--- config.mk ---
export PLATFORM = sky130hd
export DESIGN_NAME = date_to_day_number_unit
export DESIGN_NICKNAME = d
export VERILOG_FILES = /design/src/rtl/core/dtdn_pkg.sv /design/src/rtl/core/dtdn_split.sv /design/src/rtl/core/dtdn_decide.sv /design/src/rtl/core/dtdn_total.sv /design/src/rtl/core/dtdn_weekday.sv /design/src/rtl/core/date_to_day_number_unit.sv
export SDC_FILE = /design/constraint.sdc
export NUM_CORES = 1
export LEC_CHECK = 0
export ABC_CLOCK_PERIOD_IN_PS = 6500
export BUFFER_PORTS_ARGS = -buffer_cell sky130_fd_sc_hd__buf_2
export CAP_MARGIN = 20
export CORE_ASPECT_RATIO = 1.2
export CORE_UTILIZATION = 65
export CTS_CLUSTER_DIAMETER = 80
export DETAILED_ROUTE_END_ITERATION = 8
export MAX_ROUTING_LAYER = met4
export PLACE_DENSITY = 0.88
export SYNTH_ARGS = -nofsm -noshare
export SYNTH_HDL_FRONTEND = slang
export SYNTH_SLANG_ARGS = --single-unit
--- constraint.sdc ---
create_clock -name clk -period 6.5 [get_ports clk]
set_input_delay 0 -clock clk [delete_from_list [all_inputs] [get_ports clk]]
set_output_delay 0 -clock clk [all_outputs]
set_load 0.1 [all_outputs]
--- src/rtl/core/dtdn_pkg.sv ---
// shared types, constants and calendar helpers for the date to day number unit
package dtdn_pkg;

	// field widths
	localparam int YEAR_W   = 14;
	localparam int MONTH_W  = 4;
	localparam int DAY_W    = 5;
	localparam int SERIAL_W = 22;
	localparam int YDAY_W   = 9;
	localparam int WDAY_W   = 3;
	localparam int ORDER_W  = 2;

	// highest year accepted as valid
	localparam int MAX_YEAR = 9999;

	// divide by 100 as multiply by 5243 and shift by 19, exact for 14-bit years
	localparam int CENT_W     = 8;
	localparam int CENT_MUL   = 5243;
	localparam int CENT_SHIFT = 19;
	localparam int CENT_PW    = YEAR_W + 13;
	localparam int QUART_W    = YEAR_W - 2;

	// order codes
	localparam logic [ORDER_W-1:0] ORD_EARLIER = 2'd0;
	localparam logic [ORDER_W-1:0] ORD_SAME    = 2'd1;
	localparam logic [ORDER_W-1:0] ORD_LATER   = 2'd2;
	localparam logic [ORDER_W-1:0] ORD_INVALID = 2'd3;

	// input word
	typedef struct packed {
		logic [YEAR_W-1:0]  year_a;
		logic [MONTH_W-1:0] month_a;
		logic [DAY_W-1:0]   day_a;
		logic [YEAR_W-1:0]  year_b;
		logic [MONTH_W-1:0] month_b;
		logic [DAY_W-1:0]   day_b;
	} item_t;

	// result word
	typedef struct packed {
		logic                valid_a;
		logic                valid_b;
		logic [SERIAL_W-1:0] serial_a;
		logic [YDAY_W-1:0]   year_day_a;
		logic [WDAY_W-1:0]   weekday_a;
		logic [ORDER_W-1:0]  order;
	} result_t;

	// per-date checks that do not yet depend on the leap rule
	typedef struct packed {
		logic              range_ok;
		logic              len_ok;
		logic              feb29;
		logic [YEAR_W-1:0] year;
		logic [CENT_W-1:0] cent;
	} date_chk_t;

	// first stage word
	typedef struct packed {
		date_chk_t           chk_a;
		date_chk_t           chk_b;
		logic [MONTH_W-1:0]  month_a;
		logic [DAY_W-1:0]    day_a;
		logic [SERIAL_W-1:0] base365;
		logic [QUART_W-1:0]  quart_p;
		logic [CENT_W-1:0]   cent_p;
		logic                a_lt_b;
		logic                a_eq_b;
	} front_t;

	// second stage word
	typedef struct packed {
		logic                valid_a;
		logic                valid_b;
		logic [ORDER_W-1:0]  order;
		logic [YDAY_W-1:0]   year_day;
		logic [SERIAL_W-1:0] partial;
	} mid_t;

	// quotient by 100 of a 14-bit value
	function automatic logic [CENT_W-1:0] div100(input logic [YEAR_W-1:0] v);
		logic [CENT_PW-1:0] prod;
		prod = CENT_PW'(v) * CENT_PW'(CENT_MUL);
		return CENT_W'(prod >> CENT_SHIFT);
	endfunction

	// days in a month of a common year, zero for months that do not exist
	function automatic logic [DAY_W-1:0] month_len(input logic [MONTH_W-1:0] m);
		logic [DAY_W-1:0] len;
		case (m)
			4'd1, 4'd3, 4'd5, 4'd7, 4'd8, 4'd10, 4'd12: len = 5'd31;
			4'd4, 4'd6, 4'd9, 4'd11:                    len = 5'd30;
			4'd2:                                       len = 5'd28;
			default:                                    len = 5'd0;
		endcase
		return len;
	endfunction

	// days before the first of a month in a common year
	function automatic logic [YDAY_W-1:0] days_before(input logic [MONTH_W-1:0] m);
		logic [YDAY_W-1:0] n;
		case (m)
			4'd2:    n = 9'd31;
			4'd3:    n = 9'd59;
			4'd4:    n = 9'd90;
			4'd5:    n = 9'd120;
			4'd6:    n = 9'd151;
			4'd7:    n = 9'd181;
			4'd8:    n = 9'd212;
			4'd9:    n = 9'd243;
			4'd10:   n = 9'd273;
			4'd11:   n = 9'd304;
			4'd12:   n = 9'd334;
			default: n = 9'd0;
		endcase
		return n;
	endfunction

	// range and month length checks of one date
	function automatic date_chk_t check_date(input logic [YEAR_W-1:0] y,
			input logic [MONTH_W-1:0] m, input logic [DAY_W-1:0] d);
		date_chk_t c;
		c.range_ok = (y != '0) && (int'(y) <= MAX_YEAR) && (m >= 4'd1) && (m <= 4'd12)
			&& (d != '0);
		c.len_ok   = (d <= month_len(m));
		c.feb29    = (m == 4'd2) && (d == 5'd29);
		c.year     = y;
		c.cent     = div100(y);
		return c;
	endfunction

	// leap rule from the year and its quotient by 100
	function automatic logic is_leap(input logic [YEAR_W-1:0] y, input logic [CENT_W-1:0] q);
		logic [YEAR_W-1:0] back;
		back = YEAR_W'(q) * YEAR_W'(100);
		return (y[1:0] == 2'b00) && ((back != y) || (q[1:0] == 2'b00));
	endfunction

endpackage

--- src/rtl/core/dtdn_split.sv ---
// stage 1: date range checks, century quotients, year base and date compare
module dtdn_split (
	input  logic            clk,
	input  logic            arst_n,
	input  logic            in_valid,
	input  dtdn_pkg::item_t item,
	output logic            valid_s1,
	output dtdn_pkg::front_t front_s1
);
	import dtdn_pkg::*;

	logic [YEAR_W-1:0] prev_year;
	front_t            front_d;

	// checks and products for both dates
	always_comb begin
		prev_year       = item.year_a - YEAR_W'(1);
		front_d.chk_a   = check_date(item.year_a, item.month_a, item.day_a);
		front_d.chk_b   = check_date(item.year_b, item.month_b, item.day_b);
		front_d.month_a = item.month_a;
		front_d.day_a   = item.day_a;
		front_d.base365 = SERIAL_W'(prev_year) * SERIAL_W'(365);
		front_d.quart_p = QUART_W'(prev_year >> 2);
		front_d.cent_p  = div100(prev_year);
		front_d.a_lt_b  = {item.year_a, item.month_a, item.day_a}
			< {item.year_b, item.month_b, item.day_b};
		front_d.a_eq_b  = {item.year_a, item.month_a, item.day_a}
			== {item.year_b, item.month_b, item.day_b};
	end

	// valid bit
	always_ff @(posedge clk or negedge arst_n) begin
		if (!arst_n) begin
			valid_s1 <= 1'b0;
		end else begin
			valid_s1 <= in_valid;
		end
	end

	// payload
	always_ff @(posedge clk) begin
		front_s1 <= front_d;
	end

endmodule

--- src/rtl/core/dtdn_decide.sv ---
// stage 2: leap rule, validity, day of year, order and leap day partial sum
module dtdn_decide (
	input  logic             clk,
	input  logic             arst_n,
	input  logic             valid_s1,
	input  dtdn_pkg::front_t front_s1,
	output logic             valid_s2,
	output dtdn_pkg::mid_t   mid_s2
);
	import dtdn_pkg::*;

	logic leap_a;
	logic leap_b;
	logic ok_a;
	logic ok_b;
	mid_t mid_d;

	// validity, order, day of year and days before the year
	always_comb begin
		leap_a = is_leap(front_s1.chk_a.year, front_s1.chk_a.cent);
		leap_b = is_leap(front_s1.chk_b.year, front_s1.chk_b.cent);
		ok_a   = front_s1.chk_a.range_ok
			&& (front_s1.chk_a.len_ok || (front_s1.chk_a.feb29 && leap_a));
		ok_b   = front_s1.chk_b.range_ok
			&& (front_s1.chk_b.len_ok || (front_s1.chk_b.feb29 && leap_b));
		mid_d.valid_a = ok_a;
		mid_d.valid_b = ok_b;
		if (!(ok_a && ok_b)) begin
			mid_d.order = ORD_INVALID;
		end else if (front_s1.a_lt_b) begin
			mid_d.order = ORD_EARLIER;
		end else if (front_s1.a_eq_b) begin
			mid_d.order = ORD_SAME;
		end else begin
			mid_d.order = ORD_LATER;
		end
		if (ok_a) begin
			mid_d.year_day = days_before(front_s1.month_a) + YDAY_W'(front_s1.day_a)
				+ YDAY_W'((front_s1.month_a > 4'd2) && leap_a);
		end else begin
			mid_d.year_day = '0;
		end
		mid_d.partial = front_s1.base365 + SERIAL_W'(front_s1.quart_p)
			- SERIAL_W'(front_s1.cent_p) + SERIAL_W'(front_s1.cent_p >> 2);
	end

	// valid bit
	always_ff @(posedge clk or negedge arst_n) begin
		if (!arst_n) begin
			valid_s2 <= 1'b0;
		end else begin
			valid_s2 <= valid_s1;
		end
	end

	// payload
	always_ff @(posedge clk) begin
		mid_s2 <= mid_d;
	end

endmodule

--- src/rtl/core/dtdn_total.sv ---
// stage 3: serial day count of date A, zero when invalid
module dtdn_total (
	input  logic              clk,
	input  logic              arst_n,
	input  logic              valid_s2,
	input  dtdn_pkg::mid_t    mid_s2,
	output logic              valid_s3,
	output dtdn_pkg::result_t total_s3
);
	import dtdn_pkg::*;

	result_t total_d;

	// final add
	always_comb begin
		total_d.valid_a    = mid_s2.valid_a;
		total_d.valid_b    = mid_s2.valid_b;
		total_d.year_day_a = mid_s2.year_day;
		total_d.weekday_a  = '0;
		total_d.order      = mid_s2.order;
		if (mid_s2.valid_a) begin
			total_d.serial_a = mid_s2.partial + SERIAL_W'(mid_s2.year_day);
		end else begin
			total_d.serial_a = '0;
		end
	end

	// valid bit
	always_ff @(posedge clk or negedge arst_n) begin
		if (!arst_n) begin
			valid_s3 <= 1'b0;
		end else begin
			valid_s3 <= valid_s2;
		end
	end

	// payload
	always_ff @(posedge clk) begin
		total_s3 <= total_d;
	end

endmodule

--- src/rtl/core/dtdn_weekday.sv ---
// stage 4: weekday as serial mod 7 by folding octal digits
module dtdn_weekday (
	input  logic              clk,
	input  logic              arst_n,
	input  logic              valid_s3,
	input  dtdn_pkg::result_t total_s3,
	output logic              valid_s4,
	output dtdn_pkg::result_t result_s4
);
	import dtdn_pkg::*;

	localparam int DIGITS = (SERIAL_W + 2) / 3;
	localparam int PAD_W  = DIGITS * 3;

	logic [PAD_W-1:0] padded;
	logic [5:0]       sum1;
	logic [3:0]       sum2;
	logic [3:0]       sum3;
	logic [2:0]       rem;
	result_t          result_d;

	// 8 is 1 mod 7, so octal digits sum to the same residue
	always_comb begin
		padded = PAD_W'(total_s3.serial_a);
		sum1   = '0;
		for (int i = 0; i < DIGITS; i++) begin
			sum1 = sum1 + 6'(padded[3*i +: 3]);
		end
		sum2 = 4'(sum1[5:3]) + 4'(sum1[2:0]);
		sum3 = 4'(sum2[3]) + 4'(sum2[2:0]);
		rem  = (sum3 >= 4'd7) ? 3'(sum3 - 4'd7) : sum3[2:0];
		result_d           = total_s3;
		result_d.weekday_a = rem;
	end

	// valid bit
	always_ff @(posedge clk or negedge arst_n) begin
		if (!arst_n) begin
			valid_s4 <= 1'b0;
		end else begin
			valid_s4 <= valid_s3;
		end
	end

	// payload
	always_ff @(posedge clk) begin
		result_s4 <= result_d;
	end

endmodule

--- src/rtl/core/date_to_day_number_unit.sv ---
// top level of the proleptic Gregorian date to serial day number unit
//
// Each input word holds two dates, A and B, as year, month and day. A word is
// taken at a rising edge where start is high and busy is low; busy is always
// low, so a word may be offered in every cycle.
// The result word appears on result with done high for exactly one cycle,
// once the word has passed the stage registers, and the stream keeps input order.
// Throughput is one word per cycle; each word passes four pipeline stages:
// range checks and century quotients, leap rule and order, serial sum,
// and the weekday fold.
// For each date the result says whether it is a real calendar date; for A it
// gives the serial day count (0001-01-01 is day 1), the day of year and the
// weekday (0 is Sunday), all zero when A is invalid. order tells whether A is
// earlier than, the same as or later than B, or marks an invalid date.
// Reset clears the stage valid bits, so no done strobe follows reset until a
// new word is taken. The receiver cannot stall; results are never held.
module date_to_day_number_unit (
	input  logic              clk,
	input  logic              arst_n,
	input  logic              start,
	output logic              busy,
	input  dtdn_pkg::item_t   item,
	output logic              done,
	output dtdn_pkg::result_t result
);
	import dtdn_pkg::*;

	logic    take;
	logic    valid_s1;
	logic    valid_s2;
	logic    valid_s3;
	logic    valid_s4;
	front_t  front_s1;
	mid_t    mid_s2;
	result_t total_s3;
	result_t result_s4;

	// the pipeline never backs up
	assign busy = 1'b0;
	assign take = start && !busy;

	// stages
	dtdn_split u_split (
		.clk      (clk),
		.arst_n   (arst_n),
		.in_valid (take),
		.item     (item),
		.valid_s1 (valid_s1),
		.front_s1 (front_s1)
	);

	dtdn_decide u_decide (
		.clk      (clk),
		.arst_n   (arst_n),
		.valid_s1 (valid_s1),
		.front_s1 (front_s1),
		.valid_s2 (valid_s2),
		.mid_s2   (mid_s2)
	);

	dtdn_total u_total (
		.clk      (clk),
		.arst_n   (arst_n),
		.valid_s2 (valid_s2),
		.mid_s2   (mid_s2),
		.valid_s3 (valid_s3),
		.total_s3 (total_s3)
	);

	dtdn_weekday u_weekday (
		.clk       (clk),
		.arst_n    (arst_n),
		.valid_s3  (valid_s3),
		.total_s3  (total_s3),
		.valid_s4  (valid_s4),
		.result_s4 (result_s4)
	);

	// result word
	assign done   = valid_s4;
	assign result = result_s4;

	// every accepted word comes out with done high once it has passed all pipeline stages
	a_latency: assert property (@(posedge clk) disable iff (!arst_n)
		take |-> ##4 done)
		else $error("result word missing four cycles after start");

	// an ordering is given only when both dates are valid
	a_order: assert property (@(posedge clk) disable iff (!arst_n)
		done |-> ((result.order == ORD_INVALID) == !(result.valid_a && result.valid_b)))
		else $error("order code disagrees with date validity");

	// invalid date A carries zero numeric fields
	a_zero: assert property (@(posedge clk) disable iff (!arst_n)
		done && !result.valid_a |->
			(result.serial_a == '0) && (result.year_day_a == '0) && (result.weekday_a == '0))
		else $error("invalid date A with nonzero fields");

	// valid date A has a day of year and weekday in range
	a_range: assert property (@(posedge clk) disable iff (!arst_n)
		done && result.valid_a |->
			(result.year_day_a != '0) && (result.year_day_a <= 9'd366)
			&& (result.weekday_a <= 3'd6) && (result.serial_a != '0))
		else $error("valid date A with fields out of range");

endmodule
==> flow_summary.toml, run 1 <==
[floorplan]
die_area_um2 = 36630
rows = 75
die_h_um = 209.5
die_width_um = 174.9
core_um2 = 35190
initial_core_util = 0.6625
ioPinCount = 89

[cts]
cts-root-buf = "clkbuf_16"
clk_latency_ps = 530
h-tree-depth = 1
post_cts_buffers = 0
cts_inserted_buffers = 24
clkTransAtPathRegs_ps = 60
cts_tree = "done"
clock-sinks = 224
clock_path_buffers = 3

[critical_path]
path_class = "input pin to flip-flop"
crit_fanout = 8
required_ps = 6960
startpoint_type = "input pin"
critPathLaunch = "item[35]"
cp-end-kind = "flip-flop"
worstPathArrival_ps = 6650
crit-reg2reg-launch = "u_total.total_s3[14]"

[synth]
synth_fp_nets = 3160
synth-edff-count = 0
ys_seq_area_frac = 0.1932
post_synth.cell_area_avg_um2 = 10.01
synthTopCellsByArea = "ha_1 (28%), fa_1 (23%), dfxtp_1 (19%)"
synth_top_flop_cell = "dfxtp_1"
yosysWarnings = 0
async_flop_share = 0.01786
synth_largest_area_cell = "ha_1"
synth_cells = 2328
ys_ff_latch = 224
syn-cell-area_um2 = 23310
synth_top_area_frac = 0.2791
synthDistinctLibCells = 70

[global_routing]
grt_max_degree = 27
grt_pass1_wl_um = 90410
antenna_found_initial = 0
grt_pass1_vias = 18830
grtUsageTotal = 0.3230
grt-ovfl-total = 0

[routing]
via_per_inst = 5.644
post_drt_wl_per_cell_um = 18.54
vias = 16800
route.detailed.drc = 0
ant_nets = 0
initialDrtViolationCount = 730
drtPass1Iterations = 5
wirelength_um = 55180

[placement]
hpwl_um = 44870
port_buffers = 87
gp_congestion = 1.005

[finish]
drive_above_1_share = 0.06484
layout.area.seq_um2 = 4504
utilization = 0.7308
area_delta_synth_final_pct = 10.30
antenna_cells = 0
nets = 3330
final_common_cell = "inv_1"
multi_input_area_um2 = 16700
fill_cells = 2363
final_cell_mix = "inv_1 (555), ha_1 (520), fa_1 (263), dfxtp_1 (220), xnor2_1 (94)"

[sta]
setup_tns_ps = 0
setup_viol_count_final = 0
drv_slew = 0
hold_viol = 0
fin_skew_ps = 11.49
clock.fmax_mhz = 161.5
relSlewSlack = 0.5352
timing.final.crit_period_ps = 6192
fin_crit_sh = 0.9526
rsz0062_at_grt = "no"
worstMarginPinSlew_ps = 696.2

[flow_run]
drv_cap = 0

[outcome]
status = "completed"

[hold_path]
hold_start = "item[5]"
hold_path_class = "input pin to flip-flop"
-- Yosys cell counts (5+ instances only) --
| master | count |
|---|---|
| nor2_1 | 70 |
| xor2_1 | 40 |
| nand3_1 | 34 |
| nand2b_1 | 12 |
| a31oi_1 | 9 |
| fa_1 | 263 |
| a21boi_0 | 6 |
| a2111oi_0 | 5 |
| o22ai_1 | 5 |
| nand2_1 | 54 |
| a211oi_1 | 14 |
| inv_1 | 555 |
| o211ai_1 | 12 |
| nor2b_1 | 27 |
| nand4_1 | 17 |
| o21ai_0 | 60 |
| or3_1 | 8 |
| nor3_1 | 23 |
| a21o_1 | 33 |
| and4_1 | 6 |
| o21bai_1 | 11 |
| and3_1 | 13 |
| xnor2_1 | 94 |
| nor4_1 | 10 |
| dfxtp_1 | 220 |
| a21oi_1 | 71 |
| o21a_1 | 23 |
| ha_1 | 520 |
| o31ai_1 | 6 |
| and2_1 | 22 |
| a211o_1 | 11 |
-- metrics by stage --
| step | setup slack (ps) | hold slack, ps | cell area, um^2 | instances |
|---|---|---|---|---|
| final | 308.1 | 63.88 | 25720 | 2976 |
| after global routing | 7.156 | 86.07 | 25720 | 2976 |
| after CTS | 164.0 | 45.16 | 25710 | 2976 |
| after detailed placement | 250.4 | -191.3 | 24440 | 2890 |
| after global placement | 364.1 | -193.0 | 24440 | 2890 |
| after floorplan | 441.9 | -295.6 | 23310 | 2328 |
-- registers in the layout (all words and copies together) (netlist names), named ones only --
name / flops
u_weekday.valid_s4: 1
u_total.total_s3: 35
u_weekday.result_s4: 38
u_total.valid_s3: 1
u_decide.mid_s2: 35
u_split.valid_s1: 1
u_decide.valid_s2: 1
u_split.front_s1: 103
-- final cells by class --
type                            count  area share
Clock buffer                       27     0.02457
Tap cell                          462     0.02248
Timing Repair Buffer              151     0.03990
Inverter                          555     0.08101
Multi-Input combinational cell   1542      0.6492
Clock inverter                     15    0.007639
Sequential cell                   224      0.1752
-- worst max-delay path, cell delays in order --
cell and delay, ps:
dlygate4sd3_1 540, buf_2 200, inv_1 250, ha_1 230, inv_1 40, o21ai_1 250, a21oi_1 160, and3_1 210
xnor2_1 290, ha_1 360, inv_1 140, fa_1 470, fa_1 550, inv_1 60, fa_1 480, inv_1 60
fa_1 530, inv_1 40, ha_1 330, a211o_1 270, o211ai_1 100, a21oi_1 110, nor4_2 270, o211ai_1 220
o31ai_1 330, xnor2_1 150
-- what timing repair did --
| item | in CTS | in global routing |
|---|---|---|
| hold buffers | 44 | 0 |
| hold endpoints to repair | 57 | 0 |
| endpoints found under the setup margin | 0 | 4 |
| resized for setup | 0 | 4 |
-- cells by family after synthesis --
logic type,after synthesis,synth area share
xor+xnor,134,0.05034
simple gates,318,0.07170
other cells,1,0.0001608
mux,7,0.003649
fa+ha+maj,784,0.5053
flops,224,0.1932
buf+inv,562,0.09096
compound gates,298,0.08468
-- path summary, 6_finish.rpt --
| path | slack [ps] | end | cells after the start |
|---|---|---|---|
| min | 60 | u_split.front_s1[77] | 4 |
| max | 310 | u_split.front_s1[9] | 26 |
| min in group asynchronous | 350 | u_weekday.valid_s4 | 3 |
| min reg2reg | 330 | u_weekday.result_s4[7] | 0 |
| max in group asynchronous | 5990 | u_decide.valid_s2 | 3 |
| max reg2reg | 510 | u_weekday.result_s4[3] | 22 |
-- layer usage --
| layer | GRT usage | wire (um) | up-vias | share of wire |
|---|---|---|---|---|
| met1 | 0.3157 | 19440 | 8148 | 0.35 |
| met2 | 0.6048 | 29810 | 506 | 0.54 |
| met3 | 0.03062 | 1954 | 235 | 0.035 |
| li1 | - | - | 7908 | - |
| met4 | 0.2078 | 3981 | 0 | 0.072 |
| met5 | - | 0 | - | 0 |
Power of run 1 is left out: the tool's default activity adds up to more than one toggle a clock period on the data nets, which glitch-free logic cannot reach.
==> run 2, diff against run 1 <==
--- a/config.mk
+++ b/config.mk
@@ -8,12 +8,14 @@
 export ABC_CLOCK_PERIOD_IN_PS = 6500
 export BUFFER_PORTS_ARGS = -buffer_cell sky130_fd_sc_hd__buf_2
 export CAP_MARGIN = 20
+export CELL_PAD_IN_SITES_DETAIL_PLACEMENT = 0
+export CELL_PAD_IN_SITES_GLOBAL_PLACEMENT = 1
 export CORE_ASPECT_RATIO = 1.2
-export CORE_UTILIZATION = 65
+export CORE_UTILIZATION = 51
 export CTS_CLUSTER_DIAMETER = 80
 export DETAILED_ROUTE_END_ITERATION = 8
 export MAX_ROUTING_LAYER = met4
-export PLACE_DENSITY = 0.88
+export PLACE_DENSITY = 0.87
 export SYNTH_ARGS = -nofsm -noshare
 export SYNTH_HDL_FRONTEND = slang
 export SYNTH_SLANG_ARGS = --single-unit
==> run 2 against run 1 <==
Global-route usage down 8.7 points. Flip-flop and latch count unchanged. Non-clock buffer count up 9. Hold slack better by 34 ps. Cell count up 5.3%. Core utilization down 15 points. Critical endpoint unchanged.
==> flow_summary.toml, run 2 (synthesized netlist as in run 1, its figures left out) <==
[outcome]
status = "completed"

[sta]
fin_skew_ps = 21.78
setup_ws_ps = 444.6
clock.fmax_mhz = 165.1
relSlewSlack = 0.3246
setup_viol_count_final = 0
worstMarginPinSlew_ps = 1006
drv_slew = 0
hold_viol = 0
timing.final.crit_period_ps = 6055
fin_crit_sh = 0.9316

[global_routing]
grt-ovfl-total = 0
grt_max_degree = 27
antenna_found_initial = 0
grt_pass1_wl_um = 84880
grt_pass1_vias = 17390
grtUsageTotal = 0.2358

[flow_run]
drv_cap = 0

[finish]
design_area_um2 = 26020
fill_cells = 3855
layout.area.seq_um2 = 4504
drive_above_1_share = 0.06854
final_common_cell = "inv_1"
regMostFlops = "u_split.front_s1"
area_delta_synth_final_pct = 11.58
final_cell_mix = "inv_1 (555), ha_1 (520), fa_1 (263), dfxtp_1 (220), xnor2_1 (94)"
stdcell_count = 3134
multi_input_area_um2 = 16710
top_regs = "u_split.front_s1 (103), u_weekday.result_s4 (38)"
largest_reg_flops = 103
nets = 3339

[placement]
place_area_um2 = 24680
port_buffers = 87
hpwl_um = 44610
dpl_worst_slack_ps = 240.2
gp_congestion = 0.9826
place_inst = 3044

[critical_path]
startpoint_type = "input pin"
crit_fanout = 8
worst_r2r_endpoint = "u_weekday.result_s4[3]"
worstPathArrival_ps = 6510
path_class = "input pin to flip-flop"
worst-r2r-setup-slack_ps = 720
cp-end-kind = "flip-flop"
rr_worst_depth = 22
required_ps = 6960
crit-reg2reg-launch = "u_total.total_s3[14]"

[cts]
clk_latency_ps = 550
cts_tree = "done"
clock_path_buffers = 3
cts-root-buf = "clkbuf_16"
clock-sinks = 224
h-tree-depth = 1
clkTransAtPathRegs_ps = 60
cts_inserted_buffers = 24

[floorplan]
die_width_um = 197.2
ioPinCount = 89
rows = 85
core_um2 = 44990
die_h_um = 236.2
initial_core_util = 0.5183
die_area_um2 = 46580

[hold_path]
min_path_cells = 2
hold_end = "u_split.valid_s1"
hold_path_class = "input pin to flip-flop"
hold_start = "start"

[routing]
route.detailed.drc = 0
initialDrtViolationCount = 508
via_per_inst = 5.124
vias = 16060
wirelength_um = 51230
drtPass1Iterations = 4
ant_nets = 0
post_drt_wl_per_cell_um = 16.34
run 2: cell count changes in the layout (fill, tap and decap cells not counted), moves of 2 or more:
cell,delta
clkbuf_8,+2
dlygate4sd3_1,+2
clkinv_4,+3
buf_4,+7
clkinv_2,-3
run 2: cell type report:
class,instances,share of cell area
sequential,224,0.1731
timing repair buffer,160,0.04223
antenna,1,0.00009619
tap,609,0.02929
inverter,555,0.08008
multi-input combinational,1542,0.6422
clock buffer,29,0.02535
clock inverter,14,0.007647
run 2: timing repair:
action,4_1_cts,5_1_grt
setup buffers,0,0
endpoints found under the hold margin,58,0
gates resized for setup,0,6
hold buffers,46,0
setup endpoints to repair,0,4
run 2: metal layers:
metal / GRT usage / routed length [um] / vias up
li1: - / - / 7919
met3: 0.01701 / 1086 / 79
met5: - / 0 / -
met2: 0.4573 / 28660 / 200
met4: 0.07447 / 1706 / 0
met1: 0.2488 / 19770 / 7861
run 2: through the flow:
step,util,hold WS (ps),setup TNS [ps]
floorplan,-,-295.6,0
detailed placement,0.5485,-186.8,0
global placement,0.5485,-192.7,0
finish,0.5783,98.25,0
global route,0.5782,102.2,-1.419
CTS,0.5779,74.55,0
run 2: how the worst max path moves through the flow:
stage                        start                  end  slack, ps  depth (start not counted)
after floorplan           item[34]  u_split.front_s1[9]        440                         26
after global placement    item[36]  u_split.front_s1[9]        380                         25
after detailed placement  item[33]  u_split.front_s1[9]        240                         26
after CTS                 item[33]  u_split.front_s1[9]        240                         27
after global routing      item[35]  u_split.front_s1[9]         -1                         27
final                     item[35]  u_split.front_s1[9]        440                         27
run 2: critical path, cell delays in order:
cell and delay (ps):
dlygate4sd3_1 530, buf_2 230, inv_1 200, ha_1 240
inv_1 50, o21ai_1 90, a21oi_1 290, nand2_1 110
xnor2_1 190, inv_1 150, ha_1 410, inv_1 120
fa_1 520, fa_1 540, inv_1 60, fa_1 470
inv_1 50, fa_1 520, inv_1 50, ha_1 330
a211o_1 270, o211ai_1 100, a21oi_1 110, nor4_2 250
o211ai_1 210, o31ai_2 290, xnor2_1 140
Power of run 2 is left out for the same reason.
==> run 3, diff against run 2 <==
--- a/config.mk
+++ b/config.mk
@@ -11,11 +11,11 @@
 export CELL_PAD_IN_SITES_DETAIL_PLACEMENT = 0
 export CELL_PAD_IN_SITES_GLOBAL_PLACEMENT = 1
 export CORE_ASPECT_RATIO = 1.2
-export CORE_UTILIZATION = 51
+export CORE_UTILIZATION = 40
 export CTS_CLUSTER_DIAMETER = 80
 export DETAILED_ROUTE_END_ITERATION = 8
 export MAX_ROUTING_LAYER = met4
-export PLACE_DENSITY = 0.87
+export PLACE_DENSITY = 0.72
 export SYNTH_ARGS = -nofsm -noshare
 export SYNTH_HDL_FRONTEND = slang
 export SYNTH_SLANG_ARGS = --single-unit
==> run 3 against run 2 <==
Sequential share of layout area is 0.20 points lower. Core utilization decreased by 12 points. First-iteration DRC count decreased by 20%. Clock skew decreased by 12 ps. Largest cell class unchanged. Critical endpoint unchanged. Cell count increased by 4.2%. Highest routed layer unchanged. Hold slack lost 64 ps. Global-route usage is 4.9 points lower.
==> flow_summary.toml, run 3 (synthesized netlist as in run 1, its figures left out) <==
[outcome]
status = "completed"

[cts]
clkTransAtPathRegs_ps = 60
clock-sinks = 224
clock_path_buffers = 3
cts_tree = "done"
clk_latency_ps = 560
h-tree-depth = 1
cts-root-buf = "clkbuf_16"
cts_inserted_buffers = 27

[finish]
drive_above_1_share = 0.07306
nets = 3345
layout.area.seq_um2 = 4504
final_cell_mix = "inv_1 (553), ha_1 (519), fa_1 (263), dfxtp_1 (220), xnor2_1 (94)"
top_regs = "u_split.front_s1 (103), u_weekday.result_s4 (38)"
final_common_cell = "inv_1"
largest_reg_flops = 103
multi_input_area_um2 = 16700
regMostFlops = "u_split.front_s1"
area_delta_synth_final_pct = 12.89
antenna_cells = 0
fill_cells = 5505

[floorplan]
die_h_um = 266.5
initial_core_util = 0.4061
ioPinCount = 89
core_um2 = 57420
die_area_um2 = 59260
die_width_um = 222.4
rows = 96

[placement]
hpwl_um = 45460
gp_congestion = 0.9198
port_buffers = 87
dpl_worst_slack_ps = 183.8

[critical_path]
worstPathArrival_ps = 6630
startpoint_type = "input pin"
cp-end-kind = "flip-flop"
crit_fanout = 8
path_class = "input pin to flip-flop"
required_ps = 6990
rr_worst_depth = 22

[global_routing]
grt.busiest_layer = "met2"
antenna_found_initial = 0
grt_pass1_vias = 17120
grt-ovfl-total = 0
grt_max_degree = 27
grtUsageTotal = 0.1873
met2_usage = 0.3569
grt_pass1_wl_um = 85460
use_met3 = 0.01640
met1_usage = 0.1962

[routing]
route.detailed.drc = 0
vias = 15930
initialDrtViolationCount = 408
post_drt_wl_per_cell_um = 16.02
ant_nets = 0
via_per_inst = 4.875
drtPass1Iterations = 5
wirelength_um = 52350

[sta]
relSlewSlack = 0.3511
timing.final.crit_period_ps = 6142
drv_slew = 0
clock.fmax_mhz = 162.8
fin_skew_ps = 9.921
setup_ws_ps = 358.3
fin_crit_sh = 0.9449
hold_slack_ps = 34.29
worstMarginPinSlew_ps = 966.5
hold_viol = 0
setup_viol_count_final = 0

[hold_path]
hold_path_class = "input pin to flip-flop"
min_path_cells = 4

[flow_run]
drv_cap = 0
[run 3: critical path, cell delays in order]
cell and delay, ps:
dlygate4sd3_1 520, buf_2 250, clkinvlp_4 230, ha_1 240
inv_1 60, o21ai_1 100, a21oi_1 280, nand2_1 100
xnor2_1 210, inv_1 170, ha_1 390, inv_1 100
fa_1 510, fa_1 520, inv_1 50, fa_1 480
inv_1 60, fa_1 530, inv_1 40, ha_1 330
a211o_1 270, o211ai_1 100, a21oi_1 90, nor4_1 300
o211ai_1 230, o31ai_2 300, xnor2_1 140
[run 3: through the flow]
step | setup TNS (ps) | std cells | cell area [um^2] | util
floorplan | 0 | 2328 | 23310 | -
global placement | 0 | 3173 | 24860 | 0.4329
detailed placement | 0 | 3173 | 24860 | 0.4329
CTS | 0 | 3265 | 26290 | 0.4580
global route | -35.79 | 3267 | 26320 | 0.4584
finish | 0 | 3267 | 26320 | 0.4584
[run 3: area by class of cell]
cell class	instances	area share
clock inverter	18	0.01060
timing repair buffer	163	0.04240
multi-input combinational	1542	0.6344
clock buffer	30	0.02724
sequential	224	0.1711
tap	735	0.03494
inverter	555	0.07929
[run 3: worst paths after layout]
check | end | start | slack (ps)
max in group asynchronous | u_total.valid_s3 | arst_n | 6010
setup reg to reg | u_weekday.result_s4[3] | u_total.total_s3[14] | 770
hold / removal | u_split.front_s1[76] | item[2] | 30
min in group asynchronous | u_decide.valid_s2 | arst_n | 330
setup / recovery | u_split.front_s1[9] | item[35] | 360
hold reg to reg | u_weekday.result_s4[11] | u_total.total_s3[11] | 330
[run 3: repair_timing]
action                                 CTS  global route
setup endpoints to repair                0             5
resized for setup                        0             7
setup buffers                            0             2
hold buffers                            44             0
endpoints found under the hold margin   58             0
[run 3: routing by layer]
metal / routed length [um] / vias up
met5: 0 / -
met4: 2368 / 0
met3: 1014 / 99
met2: 28100 / 181
met1: 20870 / 7700
li1: - / 7947
Power of run 3 is left out for the same reason.
